**src/rtl/aabb_pkg.sv**
```systemverilog
package aabb_pkg;

    localparam int MAX_BOXES  = 64;
    localparam int COORD_BITS = 16;
    localparam int SIZE_BITS  = COORD_BITS - 1;
    localparam int IDX_BITS   = (MAX_BOXES > 1) ? $clog2(MAX_BOXES) : 1;
    localparam int CNT_BITS   = $clog2(MAX_BOXES + 1);

    typedef logic signed [COORD_BITS-1:0] t_coord;
    typedef logic        [SIZE_BITS-1:0]  t_size;
    typedef logic signed [COORD_BITS:0]   t_edge;
    typedef logic        [IDX_BITS-1:0]   t_idx;
    typedef logic        [CNT_BITS-1:0]   t_cnt;

    typedef enum logic {
        CMD_ADD   = 1'b0,
        CMD_QUERY = 1'b1
    } t_command;

    typedef enum logic [1:0] {
        ST_ADDED     = 2'd0,
        ST_DUPLICATE = 2'd1,
        ST_FULL      = 2'd2,
        ST_QUERY     = 2'd3
    } t_status;

    typedef struct packed {
        t_command command;
        t_coord   box_x;
        t_coord   box_y;
        t_size    box_w;
        t_size    box_h;
    } t_in_item;

    typedef struct packed {
        t_status status;
        logic    touches_any;
        logic    hit_found;
        t_coord  hit_x;
        t_coord  hit_y;
        t_size   hit_w;
        t_size   hit_h;
        logic    is_over;
        logic    is_left_of;
        logic    is_right_of;
        logic    is_under;
    } t_out_item;

    typedef struct packed {
        t_coord x;
        t_coord y;
        t_size  w;
        t_size  h;
    } t_box;

    typedef enum logic [1:0] {
        S_IDLE   = 2'd0,
        S_SCAN   = 2'd1,
        S_FINISH = 2'd2
    } t_state;

    // controller to datapath
    typedef struct packed {
        logic load;
        logic rd_en;
        t_idx rd_idx;
        logic commit;
    } t_dp_cmd;

    // datapath to controller
    typedef struct packed {
        t_cnt count;
    } t_dp_stat;

    // coordinate widened by one bit
    function automatic t_edge ext_coord(input t_coord c);
        return t_edge'(c);
    endfunction

    // far edge at full precision, never wraps
    function automatic t_edge edge_sum(input t_coord c, input t_size s);
        return t_edge'(c) + t_edge'({2'b00, s});
    endfunction

endpackage

```
**src/rtl/aabb_ctrl.sv**
```systemverilog
module aabb_ctrl (
    input  logic               i_clk,
    input  logic               i_rst_n,
    input  logic               i_in_valid,
    output logic               o_in_stall,
    output logic               o_out_valid,
    input  logic               i_out_stall,
    output aabb_pkg::t_dp_cmd  o_cmd,
    input  aabb_pkg::t_dp_stat i_stat
);

    aabb_pkg::t_state r_state, n_state;
    aabb_pkg::t_cnt   r_idx, n_idx;
    logic             r_out_valid, n_out_valid;
    logic             out_free;
    logic             scan_done;

    assign out_free  = !r_out_valid || !i_out_stall;
    assign scan_done = (r_idx == i_stat.count);

    // next state
    always_comb begin
        n_state = r_state;
        unique case (r_state)
            aabb_pkg::S_IDLE: begin
                if (i_in_valid) begin
                    n_state = aabb_pkg::S_SCAN;
                end
            end
            aabb_pkg::S_SCAN: begin
                if (scan_done) begin
                    n_state = aabb_pkg::S_FINISH;
                end
            end
            aabb_pkg::S_FINISH: begin
                if (out_free) begin
                    n_state = aabb_pkg::S_IDLE;
                end
            end
            default: begin
                n_state = aabb_pkg::S_IDLE;
            end
        endcase
    end

    // outputs and counters
    always_comb begin
        o_cmd        = '0;
        o_in_stall   = 1'b1;
        n_idx        = r_idx;
        n_out_valid  = r_out_valid && i_out_stall;
        unique case (r_state)
            aabb_pkg::S_IDLE: begin
                o_in_stall = 1'b0;
                o_cmd.load = i_in_valid;
                n_idx      = '0;
            end
            aabb_pkg::S_SCAN: begin
                if (!scan_done) begin
                    o_cmd.rd_en  = 1'b1;
                    o_cmd.rd_idx = r_idx[aabb_pkg::IDX_BITS-1:0];
                    n_idx        = r_idx + aabb_pkg::t_cnt'(1);
                end
            end
            aabb_pkg::S_FINISH: begin
                if (out_free) begin
                    o_cmd.commit = 1'b1;
                    n_out_valid  = 1'b1;
                end
            end
            default: begin
                o_in_stall = 1'b1;
            end
        endcase
    end

    always_ff @(posedge i_clk) begin
        if (!i_rst_n) begin
            r_state     <= aabb_pkg::S_IDLE;
            r_idx       <= '0;
            r_out_valid <= 1'b0;
        end else begin
            r_state     <= n_state;
            r_idx       <= n_idx;
            r_out_valid <= n_out_valid;
        end
    end

    assign o_out_valid = r_out_valid;

endmodule

```
**config.mk**
```make
export PLATFORM = sky130hd
export DESIGN_NAME = aabb_ctrl
export DESIGN_NICKNAME = d
export VERILOG_FILES = /design/src/rtl/aabb_pkg.sv /design/src/rtl/aabb_ctrl.sv
export SDC_FILE = /design/constraint.sdc
export NUM_CORES = 1
export LEC_CHECK = 0
export ABC_AREA = 1
export CORE_MARGIN = 3
export CORE_UTILIZATION = 45
export DETAILED_ROUTE_END_ITERATION = 10
export DONT_BUFFER_PORTS = 1
export PLACE_DENSITY = 0.61
export SETUP_SLACK_MARGIN = 0.3
export SYNTH_ARGS = -nofsm -noshare
export SYNTH_HDL_FRONTEND = slang
export SYNTH_SLANG_ARGS = --single-unit
```
**constraint.sdc**
```tcl
create_clock -name i_clk -period 1.2 [get_ports i_clk]
set_input_delay 0.06 -clock i_clk [delete_from_list [all_inputs] [get_ports i_clk]]
set_output_delay 0.06 -clock i_clk [all_outputs]
set_load 0.01 [all_outputs]
```
== Yosys cells after proc, flatten, opt, wreduce, memory -nomap -nowiden ==
Index checks and enable logic that the tools add are counted.

* Logic and storage cells: 33
* Output and inout port bits: 11
* Bits in registers: 10
* Input bits: 11

* Eq/ne operators: 7
* Reduce and logical (&&, ||, !) cells: 8
* $add $sub $neg: 1
* Multiplexer cells: 14

{| class="wikitable"
|+ Operator list
! cell !! number
|-
| 7-bit 2-to-1 mux || 3
|-
| 7-bit one-hot mux with 2 select lines || 1
|-
| 2-bit inequality test (second input constant) || 4
|-
| 7-bit by 1-bit adder with 7-bit output (second input constant) || 1
|-
| 7-bit == test || 1
|-
| 1-bit 2-to-1 mux || 6
|-
| 2-bit 2-to-1 mux || 3
|-
| 2-bit one-hot mux with 3 select lines || 1
|-
| 3-bit AND reduction || 1
|-
| 2-bit by 1-bit == test with 1-bit output (second input constant) || 1
|-
| 2-bit == test (second input constant) || 1
|-
| 1-bit zero test || 2
|-
| 2-bit zero test || 1
|-
| 2-bit AND reduction || 1
|-
| 2-bit nonzero test || 1
|-
| 1-bit logical AND || 1
|-
| 1-bit logical OR || 1
|}

== Logic depth before layout (Yosys ltp) ==
* Word-level depth: 4
* Gate-level depth with buffers: 10
* Gate-level depth less buffers: 10

== Worst setup path before layout ==
OpenSTA, ideal clock, no wires.

* Kind: reg2reg
* Start: reg r_idx[2]
* End: reg r_state[1]
* Required time: 1134 ps
* Path slack: -45 ps
* Cell stages (with the launch flop): 9
* Library setup time: 66 ps
* Period minus slack after synthesis: 1245 ps
* Path buffers: 1
* Arrival: 1178 ps
* Cells stage by stage: dfxtp_1 xnor2_1 nand2_1 nor2_2 nand2_4 nand2_4 buf_8 nand3_1 a21oi_2

* Cells in the longest elaborated chain, start to end: 3

{| class="wikitable"
|+ Ends and longest elaborated chain
! item !! RTL line !! RTL
|-
| start: declaration || aabb_ctrl.sv:13 || <nowiki>aabb_pkg::t_cnt r_idx, n_idx;</nowiki>
|-
| start signal: assignment || aabb_ctrl.sv:84 || <nowiki>r_idx <= n_idx;</nowiki>
|-
| 7-bit == test || aabb_ctrl.sv:19 || <nowiki>assign scan_done = (r_idx == i_stat.count);</nowiki>
|-
| 2-bit inequality test (no source line) || n/a ||
|-
| 3-bit AND reduction (no source line) || n/a ||
|-
| end signal: assignment || aabb_ctrl.sv:79 || <nowiki>r_state <= aabb_pkg::S_IDLE;</nowiki>
|-
| end signal: assignment || aabb_ctrl.sv:83 || <nowiki>r_state <= n_state;</nowiki>
|-
| end: declaration || aabb_ctrl.sv:12 || <nowiki>aabb_pkg::t_state r_state, n_state;</nowiki>
|}

No other way between the ends.
A chain may end at the register's enable or synchronous reset.

== Final worst setup path ==
* Start: reg r_idx[0]
* End: reg r_idx[6]

* Cells in the longest elaborated chain, start to end: 3

{| class="wikitable"
|+ Ends and longest elaborated chain
! item !! RTL line
|-
| 7-bit by 1-bit adder with 7-bit output / 7-bit == test (equally long branches) || aabb_ctrl.sv:62, aabb_ctrl.sv:19
|-
| 7-bit 2-to-1 mux / 2-bit inequality test (equally long branches) || n/a
|-
| 7-bit one-hot mux with 2 select lines / 2-bit AND reduction (equally long branches) || n/a
|}

Parallel ways exist; a longest one is shown, timed or not. The select of a mux whose other input is x is not followed.

==> summary.txt <==
Flow run
  – Max_cap viols: 0

Worst setup path
  – Crit-path cells: buf_4, ha_1, nand2_1, inv_1, nand3_2, o21bai_1, nand4_1, a21oi_1
  – Critical path startpoint category: register
  – Worst Path Arrival: 1.67 ns
  – Critical path peak fanout: 3
  – Sum of buffers and inverters on the critical path: 2
  – Critical Path Max Stage Delay: roughly 0.35 ns
  – Data required, critical path: about 1.4 ns
  – Worst path top cell family by delay: flip-flops
  – Crit path capture type: register
  – CP max-delay cell: dfxtp_2
  – WS Path Type: reg2reg

Synthesis
  – Largest family of logic cells by synthesized area: simple AND/OR/NAND/NOR gates
  – Synth Area in Simple Gates: about two fifths
  – Ys flop type: dfxtp_1
  – Post-synthesis mux area share: 0%
  – Synth Area in Compound Gates: 11.9%
  – Seq/Total Area, Yosys: 29.4%
  – Dominant cell type by area after synthesis: dfxtp_1
  – Mapped Cells: 110
  – Synth Warn #: 0
  – Post-synth EDFFs: 0
  – Post-synthesis xor/xnor area fraction: approximately 2.6%
  – Adder-cell share of the synthesized area: between 1.5 and 2%
  – Synthesized Nets: 122
  – Avg Cell Area, Syn: slightly above 6 µm²
  – Yosys top cell area share: between 20% and 30%
  – Ys async rst share: 0%
  – Top-count cell post-synth: nand2_1
  – Post-synth cell types: 20
  – Synth cell count leaders: nand2_1, nor2_1, inv_1
  – Post-Syn Area: a little under 700 µm²
  – Yosys reg bits: 10
  – Top cells by area in the synthesized netlist: dfxtp_1, nand2_1, nor2_1

Placed design
  – Placer congestion estimate: 0.772
  – DP HPWL: about 1400 µm
  – # port buffers: 0
  – Pre-CTS setup slack: -0.0563 ns
  – Placed Instance Area: between 800 and 900 µm²

Drt
  – Wire length per cell: approximately 16 µm
  – Antenna-violating nets left: 0
  – Total Wirelength: between 2000 and 3000 µm
  – Vias post-DR: 903
  – 1st-iter DRT viols: 23
  – TritonRoute pass-1 iters: 4
  – DRC errors left: 0
  – Vias per inst: 5.68

Timing
  – Worst Hold Margin: -0.0193 ns
  – Clock skew: ~0.008 ns
  – Period utilization: 122%
  – Slew @ Worst Pin: just over 0.3 ns
  – Setup TNS: -2.71 ns
  – Final Worst Setup Slack: -0.263 ns
  – Minimum clock period: 1.46 ns
  – Max-slew headroom at the worst pin: 79.5%
  – Setup-failing EPs final: 17
  – RSZ-0062 raised after global routing: true
  – Final Hold Fails: 1
  – Max-slew violation count: 0
  – Fmax: about 0.7 GHz

Floorplanning
  – Boundary pin count: 22
  – Starting density of the core: 49.8%
  – Die height: ~45 µm
  – Rows: 13
  – DIE AREA: slightly above 2000 µm²
  – Core area: roughly 1400 µm²
  – Die X: between 40 and 50 µm

Global route
  – First-pass GRT wire length: 3660 µm
  – Largest net degree at the start of global routing: 9
  – Total grt overflow: 0
  – Number of antenna violations at the first check in global routing: 0
  – Vias in the first global route: between 800 and 900
  – Overall Global Routing Usage: between 20% and 30%

Clocking
  – H-tree depth: 1
  – Worst-skew pair later-pin latency: approximately 0.28 ns
  – Clk root buf: clkbuf_4
  – Hold buffer count at cts: 1
  – Clock buffer depth: 2
  – Num CTS Buffers: 3
  – CTS tree: yes
  – Clock sinks: 10
  – Worst-path clk slew: 0.07 ns

Cells and area
  – Share of post-route cells with drive strength above 1: 55.6%
  – Final #Nets: ~160
  – Fin area: ~1200 µm²
  – Area grow syn2layout: 72.2%
  – Fillers: 79
  – Ant. Diodes: 0

Run status
  – Failing checks: hold timing, setup timing
  – Status: finished, violations left

Power
  – Worst vdd ir: about 0.0009 V
  – Leak Pwr: about 0.5 nW
  – Pwr/cell area: 797 nW/µm²

Hold path
  – Tightest Hold Check Type: in2reg
-- placed cells by master (no fill, tap or decap), types with 4 or more instances in the layout --
master,n
dfxtp_2,7
inv_2,6
inv_1,11
buf_4,21
nand2_1,18
nand2_2,6
nand4_1,4
nor2_1,8
nand3_1,7
nor2_4,9
a21oi_1,6
buf_6,8
-- logic make-up after synthesis --
kind of cell | count (synthesis)
compound gates | 15
xor+xnor | 2
buf+inv | 20
simple gates | 62
fa+ha+maj | 1
flops | 10
-- worst register-to-register path: cells and delay by family (launching register included) --
| kind | cells | cell delay [ns] |
|---|---|---|
| adder cells (fa/ha/maj) | 1 | 0.18 |
| buffers and inverters | 2 | 0.21 |
| flip-flops | 1 | 0.35 |
| AO/OA/AOI/OAI | 2 | 0.34 |
| AND/OR/NAND/NOR | 3 | 0.32 |
-- final timing paths --
| kind | from | to | slack (ns) | depth (start not counted) |
|---|---|---|---|---|
| worst max-delay path | r_idx[0] | r_idx[6] | -0.26 | 8 |
| worst min-delay path | i_out_stall | o_out_valid | -0.02 | 2 |
| worst max register to register | r_idx[0] | r_idx[6] | -0.26 | 8 |
| worst min register to register | r_idx[1] | r_idx[1] | 0.56 | 2 |
-- layer usage --
layer  vias to the layer above  routed length (µm)  track usage (%)  share of wire, %
met5                         -                   0                0                 0
met1                       426                1020             30.4                39
met4                         0                  61             12.9               2.4
met3                         8                 183             6.77               7.1
li1                        423                   -                -                 -
met2                        46                1330             43.8                51
-- area by class of cell --
class                      instances  area (µm²)  area share, %
timing repair buffer              32         298           25.4
tap                               15        18.8           1.60
clock buffer                       3        22.5           1.92
sequential                        10         216           18.5
multi-input combinational         80         538           45.9
inverter                          19        78.8           6.72
-- stage by stage --
| stage | util, % | power (W) | instances |
|---|---|---|---|
| 2_1_floorplan | - | 0.000479 | 110 |
| 3_3_place_gp | 61.3 | 0.000529 | 139 |
| 3_5_place_dp | 61.3 | 0.000532 | 139 |
| 4_1_cts | 79.7 | 0.000855 | 154 |
| 5_1_grt | 85.8 | 0.000972 | 159 |
| 6_report | 85.8 | 0.000934 | 159 |
-- repair_timing --
item	4_1_cts	5_1_grt
hold endpoints to repair	4	1
resized for setup	34	12
pin swaps	14	5
endpoints found under the setup margin	19	19
gates cloned	0	0
setup buffers	11	5
-- flip-flops by register name, summed over array words and instances, names as in the netlist --
| signal | count |
|---|---|
| o_out_valid | 1 |
| r_state | 2 |
| r_idx | 7 |
-- power by group --
group / total, W / internal (W) / leakage (nW) / switching, W
Clock: 0.000247 / 0.000117 / 0.0138 / 0.000130
Combinational: 0.000334 / 0.000156 / 0.399 / 0.000179
Sequential: 0.000353 / 0.000341 / 0.0859 / 0.0000123
Total: 0.000934 / 0.000613 / 0.498 / 0.000321
No activity file was read; power rests on OpenSTA's default activity.
