<file path="config.mk">
export PLATFORM = sky130hd
export DESIGN_NAME = aabb_dp
export DESIGN_NICKNAME = d
export VERILOG_FILES = /design/src/rtl/aabb_pkg.sv /design/src/rtl/aabb_dp.sv
export SDC_FILE = /design/constraint.sdc
export NUM_CORES = 2
export LEC_CHECK = 0
export BUFFER_PORTS_ARGS = -buffer_cell sky130_fd_sc_hd__buf_4
export CELL_PAD_IN_SITES_DETAIL_PLACEMENT = 1
export CELL_PAD_IN_SITES_GLOBAL_PLACEMENT = 2
export CORE_MARGIN = 2
export CORE_UTILIZATION = 40
export CTS_BUF_LIST = sky130_fd_sc_hd__clkbuf_8 sky130_fd_sc_hd__clkbuf_16
export CTS_CLUSTER_DIAMETER = 30
export DETAILED_ROUTE_END_ITERATION = 8
export HOLD_SLACK_MARGIN = 0.03
export PLACE_DENSITY = 0.71
export SETUP_SLACK_MARGIN = 0.4
export SYNTH_ARGS = -nofsm -noshare
export SYNTH_HDL_FRONTEND = slang
export SYNTH_SLANG_ARGS = --single-unit
</file>
<file path="constraint.sdc">
create_clock -name i_clk -period 5.41 [get_ports i_clk]
set_clock_uncertainty 0.2 [all_clocks]
set_input_delay 1.082 -clock i_clk [delete_from_list [all_inputs] [get_ports i_clk]]
set_output_delay 1.082 -clock i_clk [all_outputs]
set_load 0.05 [all_outputs]
</file>
<file path="src/rtl/aabb_pkg.sv">
package aabb_pkg;

    localparam int MAX_BOXES  = 64;
    localparam int COORD_BITS = 16;
    localparam int SIZE_BITS  = COORD_BITS - 1;
    localparam int IDX_BITS   = (MAX_BOXES > 1) ? $clog2(MAX_BOXES) : 1;
    localparam int CNT_BITS   = $clog2(MAX_BOXES + 1);

    typedef logic signed [COORD_BITS-1:0] t_coord;
    typedef logic        [SIZE_BITS-1:0]  t_size;
    typedef logic signed [COORD_BITS:0]   t_edge;
    typedef logic        [IDX_BITS-1:0]   t_idx;
    typedef logic        [CNT_BITS-1:0]   t_cnt;

    typedef enum logic {
        CMD_ADD   = 1'b0,
        CMD_QUERY = 1'b1
    } t_command;

    typedef enum logic [1:0] {
        ST_ADDED     = 2'd0,
        ST_DUPLICATE = 2'd1,
        ST_FULL      = 2'd2,
        ST_QUERY     = 2'd3
    } t_status;

    typedef struct packed {
        t_command command;
        t_coord   box_x;
        t_coord   box_y;
        t_size    box_w;
        t_size    box_h;
    } t_in_item;

    typedef struct packed {
        t_status status;
        logic    touches_any;
        logic    hit_found;
        t_coord  hit_x;
        t_coord  hit_y;
        t_size   hit_w;
        t_size   hit_h;
        logic    is_over;
        logic    is_left_of;
        logic    is_right_of;
        logic    is_under;
    } t_out_item;

    typedef struct packed {
        t_coord x;
        t_coord y;
        t_size  w;
        t_size  h;
    } t_box;

    typedef enum logic [1:0] {
        S_IDLE   = 2'd0,
        S_SCAN   = 2'd1,
        S_FINISH = 2'd2
    } t_state;

    // controller to datapath
    typedef struct packed {
        logic load;
        logic rd_en;
        t_idx rd_idx;
        logic commit;
    } t_dp_cmd;

    // datapath to controller
    typedef struct packed {
        t_cnt count;
    } t_dp_stat;

    // coordinate widened by one bit
    function automatic t_edge ext_coord(input t_coord c);
        return t_edge'(c);
    endfunction

    // far edge at full precision, never wraps
    function automatic t_edge edge_sum(input t_coord c, input t_size s);
        return t_edge'(c) + t_edge'({2'b00, s});
    endfunction

endpackage

</file>
<file path="src/rtl/aabb_dp.sv">
module aabb_dp (
    input  logic                i_clk,
    input  logic                i_rst_n,
    input  aabb_pkg::t_in_item  i_in_item,
    input  aabb_pkg::t_dp_cmd   i_cmd,
    output aabb_pkg::t_dp_stat  o_stat,
    output aabb_pkg::t_out_item o_out_item
);

    aabb_pkg::t_box      r_table [aabb_pkg::MAX_BOXES];
    aabb_pkg::t_box      r_rd_data;
    logic                r_rd_valid;
    aabb_pkg::t_cnt      r_count;

    aabb_pkg::t_command  r_cmd;
    aabb_pkg::t_box      r_q;
    aabb_pkg::t_edge     r_q_right;
    aabb_pkg::t_edge     r_q_bottom;

    logic                r_dup;
    logic                r_touch;
    logic                r_found;
    aabb_pkg::t_box      r_hit;
    aabb_pkg::t_out_item r_out;

    aabb_pkg::t_edge     b_left, b_top, b_right, b_bottom;
    aabb_pkg::t_edge     q_left, q_top;
    aabb_pkg::t_edge     h_left, h_top, h_right, h_bottom;
    logic                is_touch, is_strict, is_same;
    logic                table_full, do_write;
    aabb_pkg::t_out_item n_out;

    // compare the entry read last cycle against the query
    always_comb begin
        b_left    = aabb_pkg::ext_coord(r_rd_data.x);
        b_top     = aabb_pkg::ext_coord(r_rd_data.y);
        b_right   = aabb_pkg::edge_sum(r_rd_data.x, r_rd_data.w);
        b_bottom  = aabb_pkg::edge_sum(r_rd_data.y, r_rd_data.h);
        q_left    = aabb_pkg::ext_coord(r_q.x);
        q_top     = aabb_pkg::ext_coord(r_q.y);
        is_touch  = !(b_left > r_q_right || b_right < q_left ||
                      b_top > r_q_bottom || b_bottom < q_top);
        is_strict = !(b_left >= r_q_right || b_right <= q_left ||
                      b_top >= r_q_bottom || b_bottom <= q_top);
        is_same   = (r_rd_data == r_q);
    end

    // result of the finished item
    always_comb begin
        h_left     = aabb_pkg::ext_coord(r_hit.x);
        h_top      = aabb_pkg::ext_coord(r_hit.y);
        h_right    = aabb_pkg::edge_sum(r_hit.x, r_hit.w);
        h_bottom   = aabb_pkg::edge_sum(r_hit.y, r_hit.h);
        table_full = (r_count == aabb_pkg::t_cnt'(aabb_pkg::MAX_BOXES));
        do_write   = i_cmd.commit && (r_cmd == aabb_pkg::CMD_ADD) && !r_dup && !table_full;
        n_out      = '0;
        if (r_cmd == aabb_pkg::CMD_ADD) begin
            priority if (r_dup) begin
                n_out.status = aabb_pkg::ST_DUPLICATE;
            end else if (table_full) begin
                n_out.status = aabb_pkg::ST_FULL;
            end else begin
                n_out.status = aabb_pkg::ST_ADDED;
            end
        end else begin
            n_out.status      = aabb_pkg::ST_QUERY;
            n_out.touches_any = r_touch;
            n_out.hit_found   = r_found;
            if (r_found) begin
                n_out.hit_x       = r_hit.x;
                n_out.hit_y       = r_hit.y;
                n_out.hit_w       = r_hit.w;
                n_out.hit_h       = r_hit.h;
                n_out.is_over     = (h_top < r_q_bottom) && (r_q_bottom < h_bottom);
                n_out.is_left_of  = (h_left < q_left) && (q_left < h_right);
                n_out.is_right_of = (h_left < r_q_right) && (r_q_right < h_right);
                n_out.is_under    = (q_top < h_bottom) && (h_bottom < r_q_bottom);
            end
        end
    end

    // box store: one write port, one registered read port
    always_ff @(posedge i_clk) begin
        if (do_write) begin
            r_table[r_count[aabb_pkg::IDX_BITS-1:0]] <= r_q;
        end
    end

    always_ff @(posedge i_clk) begin
        if (i_cmd.rd_en) begin
            r_rd_data <= r_table[i_cmd.rd_idx];
        end
    end

    always_ff @(posedge i_clk) begin
        if (!i_rst_n) begin
            r_rd_valid <= 1'b0;
            r_count    <= '0;
        end else begin
            r_rd_valid <= i_cmd.rd_en;
            if (do_write) begin
                r_count <= r_count + aabb_pkg::t_cnt'(1);
            end
        end
    end

    // query capture and scan accumulators
    always_ff @(posedge i_clk) begin
        if (i_cmd.load) begin
            r_cmd      <= i_in_item.command;
            r_q.x      <= i_in_item.box_x;
            r_q.y      <= i_in_item.box_y;
            r_q.w      <= i_in_item.box_w;
            r_q.h      <= i_in_item.box_h;
            r_q_right  <= aabb_pkg::edge_sum(i_in_item.box_x, i_in_item.box_w);
            r_q_bottom <= aabb_pkg::edge_sum(i_in_item.box_y, i_in_item.box_h);
            r_dup      <= 1'b0;
            r_touch    <= 1'b0;
            r_found    <= 1'b0;
            r_hit      <= '0;
        end else if (r_rd_valid) begin
            if (is_same) begin
                r_dup <= 1'b1;
            end
            if (is_touch) begin
                r_touch <= 1'b1;
            end
            if (is_strict && !r_found) begin
                r_found <= 1'b1;
                r_hit   <= r_rd_data;
            end
        end
    end

    always_ff @(posedge i_clk) begin
        if (i_cmd.commit) begin
            r_out <= n_out;
        end
    end

    assign o_stat.count = r_count;
    assign o_out_item   = r_out;

endmodule

</file>
Yosys cells after proc, flatten, opt, wreduce, memory -nomap -nowiden
Memories as Yosys holds them, arrays and structs flattened. A register that Yosys moved wholly into a read port is not among the register bits.
Cells that the tools add are included.
- register bits after elaboration: 240
- RAM bits: 3968
- output and inout bits: 77
- memories kept: 1
- add/sub/neg operators: 7
- order comparisons: 16
- equal/unequal tests: 2
- multiplexer cells: 4
- bitwise operators: 2
- reduce and logical (&&, ||, !) cells: 23
- memory list (memory ; words ; width ; read ports ; clocked after Yosys merged registers in ; write ports ; line ; source):
    r_table ; 64 ; 62 ; 1 ; 1 ; 1 ; aabb_dp.sv:10 ; aabb_pkg::t_box r_table [aabb_pkg::MAX_BOXES];
- operators with widths (operator ; count):
    16-bit by 16-bit adder with 17-bit output ; 6
    16-bit by 17-bit less-than comparator with 1-bit output ; 4
    62-bit == test ; 1
    17-bit less-than comparator ; 3
    16-bit by 17-bit >= comparator with 1-bit output ; 2
    16-bit by 17-bit greater-than comparator with 1-bit output ; 2
    17-bit by 16-bit less-or-equal comparator with 1-bit output ; 2
    17-bit by 16-bit less-than comparator with 1-bit output ; 2
    16-bit less-than comparator ; 1
    1-bit logical AND ; 8
    2-bit AND reduction ; 4
    7-bit by 1-bit adder with 7-bit output, second input constant ; 1
    7-bit == test, second input constant ; 1
    1-bit logical OR ; 6
    1-bit logical NOT ; 4
    2-bit 2-to-1 mux ; 2
    1-bit 2-to-1 mux ; 2
    1-bit NOT ; 2
    2-bit OR reduction ; 1

Depth between registers and ports, before layout
- word-level depth: 8
- gate-level depth with buffers: 22
- mapped depth without buffers: 20

Least setup slack after synthesis
No wires, ideal clock.
- kind: reg2reg
- start point: reg r_count[3] (netlist: o_stat[3])
- end point: mem r_table[59][0] (netlist bit), enable pin
- library setup time: 483 ps
- arrival time: 4752 ps
- required time: 4727 ps
- path slack: -24 ps
- stages on the path, launching flop included: 10
- path buffers: 2
- cell sequence: dfxtp_1 -> clkbuf_1 -> or3_1 -> clkbuf_1 -> nor2_1 -> nand3_1 -> nand3_1 -> nor2_1 -> nand3_1 -> nor2_1
- cells in the longest elaborated chain, start to end: 5
- RTL lines (element ; line ; source):
    from (decl) ; aabb_dp.sv:13 ; aabb_pkg::t_cnt r_count;
    from (signal assigned) ; aabb_dp.sv:102 ; r_count <= r_count + aabb_pkg::t_cnt'(1);
    7-bit == test ; aabb_dp.sv:54 ; table_full = (r_count == aabb_pkg::t_cnt'(aabb_pkg::MAX_BOXES));
    1-bit logical NOT ; aabb_dp.sv:55 ; do_write = i_cmd.commit && (r_cmd == aabb_pkg::CMD_ADD) && !r_dup && !table_full;
    1-bit logical AND ; aabb_dp.sv:55 ;
    1-bit 2-to-1 mux ; aabb_dp.sv:84 ; if (do_write) begin
    1-bit 2-to-1 mux (implied by the code) ; aabb_dp.sv:85 ; r_table[r_count[aabb_pkg::IDX_BITS-1:0]] <= r_q;
    to (decl) ; aabb_dp.sv:10 ;
Several ways; a longest one is shown, not always the timed one.

Worst setup path after layout
- start point: reg b_top[0] (netlist name)
- end point: reg r_hit[13] (netlist bit)
- cells in the longest elaborated chain, start to end: 6
- RTL lines (element ; line ; source):
    16-bit by 16-bit adder with 17-bit output / 16-bit by 17-bit >= comparator with 1-bit output (equally long branches) ; aabb_pkg.sv:82, aabb_dp.sv:44 ;
    17-bit by 16-bit less-or-equal comparator with 1-bit output / 1-bit logical OR (equally long branches) ; aabb_dp.sv:44, aabb_dp.sv:43 ;
    1-bit logical OR (*) ; aabb_dp.sv:44 ; b_top >= r_q_bottom || b_bottom <= q_top);
    1-bit logical NOT (*) ; aabb_dp.sv:43 ; is_strict = !(b_left >= r_q_right || b_right <= q_left ||
    1-bit logical AND (*) ; aabb_dp.sv:128 ; if (is_strict && !r_found) begin
    2-bit AND reduction (no source line) (*) ; - ;
    to (signal assigned) ; aabb_dp.sv:130 ; r_hit <= r_rd_data;
    to (decl) ; aabb_dp.sv:23 ; aabb_pkg::t_box r_hit;
Every way passes the cells marked *; elsewhere a longest branch is shown, timed or not.
A chain may end at the register's enable or synchronous reset.

==> flow_metrics.tcl <==
set metrics [dict create \
    gp_congestion 0.824 \
    post-route-util_pct 49.8 \
    nNetsFinal 9000 \
    grt_overflow 0 \
    p_per_area_nw_per_um2 437 \
    synth_cells 7510 \
    synth_fp_nets 7862 \
    die_y_um 655 \
    area.growth.synth_to_final_pct 24.2 \
    irDropWorstVdd_uv 365 \
    start_kind "register" \
    firstDrtPassIters 8 \
    wl_per_cell_um 36.3 \
    r2r_cells 25 \
    cp.depth 25 \
    cts_sinks 4270 \
    power_frac_clock_pct 54.1 \
    finalHoldViolCount 0 \
    drc 0 \
    worstPathMaxFanout 7 \
    wirelength_um 543000 \
    max_slew_margin_pct 8.65 \
    crit_arrival_ns 5.93 \
    worst-path-buf-inv 7 \
    drt-initial-drc-count 11900 \
    stdcell_area_um2 211000 \
    yosysSeqAreaShare_pct 75.1 \
    grt_pass1_vias 92900 \
    slowest_delay_ns 0.39 \
    tightestPinTransition_ns 1.36 \
    cts_root_buf "clkbuf_16" \
    cap_viol_max_count 0 \
    ios 151 \
    place_inst 13500 \
    placed_cell_area_um2 182000 \
    ant_nets 0 \
    synth-seq-cells 4270 \
    slew_violations 0 \
    fin_cells 15000 \
    hpwl_um 309000 \
    required_ns 6.20 \
    switching_share_pct 22.7 \
    outcome "finished, final reports clean" \
    crit_top_cell "buf_12" \
    cpLargestDelayFamily "compound AO/OA/AOI/OAI gates" \
    grt_pass1_wl_um 751000 \
    timing.fmax_mhz 194 \
    ff2ff_setup_slack_ns 0.27 \
    crit_type "reg -> reg" \
    ys_warn_count 0 \
    seqPwrFrac_pct 40.3 \
    synth-edff-count 4197 \
    rows 239 \
    ys_types 72 \
    max-clock-path-buffers 4 \
    portBuffers 150 \
    fillers 37200 \
    synth-async-reset-ratio_pct 0 \
    syn-cell-area_um2 170000 \
    p_leak_nw 69.9 \
    final_layout_size_suffix_gt1_share_pct 35.4 \
    setup_viol 0 \
    via_per_inst 5.97 \
    vias 89500 \
    cts_made_buffers 767 \
    clock_latency_ns 1.09 \
    grt_max_degree 151 \
    synth-main-ff-cell "edfxtp_1" \
    clk_pin_slew_worst_paths_ns 0.05 \
    die_area_um2 430000 \
    period_share_pct 95.0 \
    core_area_um2 423000 \
    hp-class "in -> reg" \
    start_util_pct 40.1 \
    critPathCaptureType "register" \
    fin_tns_setup_ns 0 \
    p_sw_mw 20.9 \
    p_int_mw 71.1 \
    critical-path-slowest-cell "or3_4" \
    track_usage_pct 25.1 \
    antenna_found_initial 38 \
    die_x_um 655 \
    synth_area_per_cell_um2 22.6 \
    cts_tree "built" \
    post-route-min-period_ns 5.14 \
    whs_path_depth 1 \
    cts_max_level 6 \
    rsz0062_at_grt "yes" \
    pwr-share-comb_pct 5.6 \
]
metrics by stage:
step	setup WS [ns]	power (mW)	hold slack, ns
after global placement	-0.464	42.6	0.293
final	0.268	92.0	0.0992
after CTS	0.251	92.4	0.0303
after floorplan	-0.0244	40.6	0.256
after detailed placement	-0.580	42.7	0.298
after global routing	0.0137	94.2	0.0708
flip-flops by register name, summed over array words and instances (netlist names):
register    count
r_rd_data      30
r_dup           1
h_left         16
b_top          16
q_left         16
q_top          16
r_found         1
r_q_bottom     17
r_q_right      17
r_touch         1
r_table      3968
r_rd_valid      1
r_hit          30
o_stat          7
b_left         16
o_out_item     70
h_top          16
r_cmd           1
r_q            30
layout make-up:
class	instances	area [µm²]	area share (%)
multi-input combinational	2761	40800	19.4
inverter	144	541	0.256
timing repair buffer	704	7610	3.61
antenna	26	65.1	0.0309
clock buffer	771	19300	9.14
clock inverter	649	7840	3.72
tap	5663	7090	3.36
sequential	4270	127000	60.5
placed cells by master (no fill, tap or decap), drive strengths merged, types with 74 or more instances in the layout:
cell / count
edfxtp: 4197
mux4: 1288
clkbuf: 774
buf: 640
clkinv: 298
inv: 282
ha: 272
nor2: 159
nand2b: 140
bufinv: 128
xnor2: 87
clkinvlp: 85
a21oi: 78
mux2i: 77
and3: 74
worst paths after layout:
| kind | start | end |
|---|---|---|
| setup reg to reg | b_top[0] | r_hit[13] |
| setup / recovery | b_top[0] | r_hit[13] |
| hold reg to reg | r_hit[18] | r_hit[18] |
| hold / removal | i_in_item[27] | r_q[27] |
worst register-to-register path, cell delays in order (launching register included):
cell       delay [ns]
edfxtp_1         0.37
ha_2             0.21
inv_2            0.05
fa_2             0.35
nor2b_2          0.15
o21ai_2          0.09
a21boi_2         0.18
o41ai_2          0.08
buf_4            0.15
o211ai_1         0.22
a31o_2           0.20
a21oi_2          0.07
o211a_1          0.25
ha_4             0.28
nand4_1          0.12
nor2_1           0.13
o31a_1           0.21
o221ai_4         0.19
buf_6            0.17
or3_4            0.39
nor4b_4          0.25
clkbuf_16        0.19
buf_12           0.11
buf_12           0.13
buf_16           0.14
mux2i_1          0.21
Yosys cell counts, types with 23 or more instances:
cell	n	area (µm²)
mux2i_1	77	771
mux4_2	1288	29000
xor2_1	34	298
a21o_1	49	368
a21oi_1	77	385
nand2b_1	140	876
nor2_1	159	597
buf_1	31	116
nor3_1	45	225
buf_2	102	510
nand2_1	69	259
nand3_1	33	165
o21ai_0	70	350
dfxtp_1	73	1460
nor2b_1	26	163
and3_1	74	463
ha_1	272	3400
clkbuf_1	194	728
a211oi_1	23	173
nand4_1	30	188
o21a_1	24	180
xnor2_1	87	762
edfxtp_1	4197	126000
inv_1	144	541
cells by family after synthesis:
family          count (synthesis)  synth area share [%]
fa+ha+maj                     278                  2.08
xor+xnor                      121                 0.624
buf+inv                       479                  1.20
flops                        4270                  75.1
compound gates                346                  1.36
simple gates                  636                  1.98
mux                          1380                  17.6
power groups by stage:
stage,registers (mW),clock network (mW),logic [mW]
after floorplan,38.0,0,2.53
after global placement,37.7,0,4.90
after detailed placement,37.7,0,5.03
after CTS,37.1,50.2,5.16
after global routing,37.0,51.7,5.51
final,37.1,49.8,5.18
metal layers:
metal / global-route usage (%) / wire (µm)
met4: 8.49 / 19300
met5: 0 / 108
met1: 34.4 / 212000
met3: 5.19 / 53100
met2: 40.2 / 259000
what timing repair did:
action	in CTS	in global routing
pin swaps	23	6
setup endpoints to repair	64	65
cloned	5	0
hold endpoints to repair	61	0
hold buffers	61	0
resized for setup	40	13
setup buffers	14	7
No activity file was read; power rests on OpenSTA's default activity.
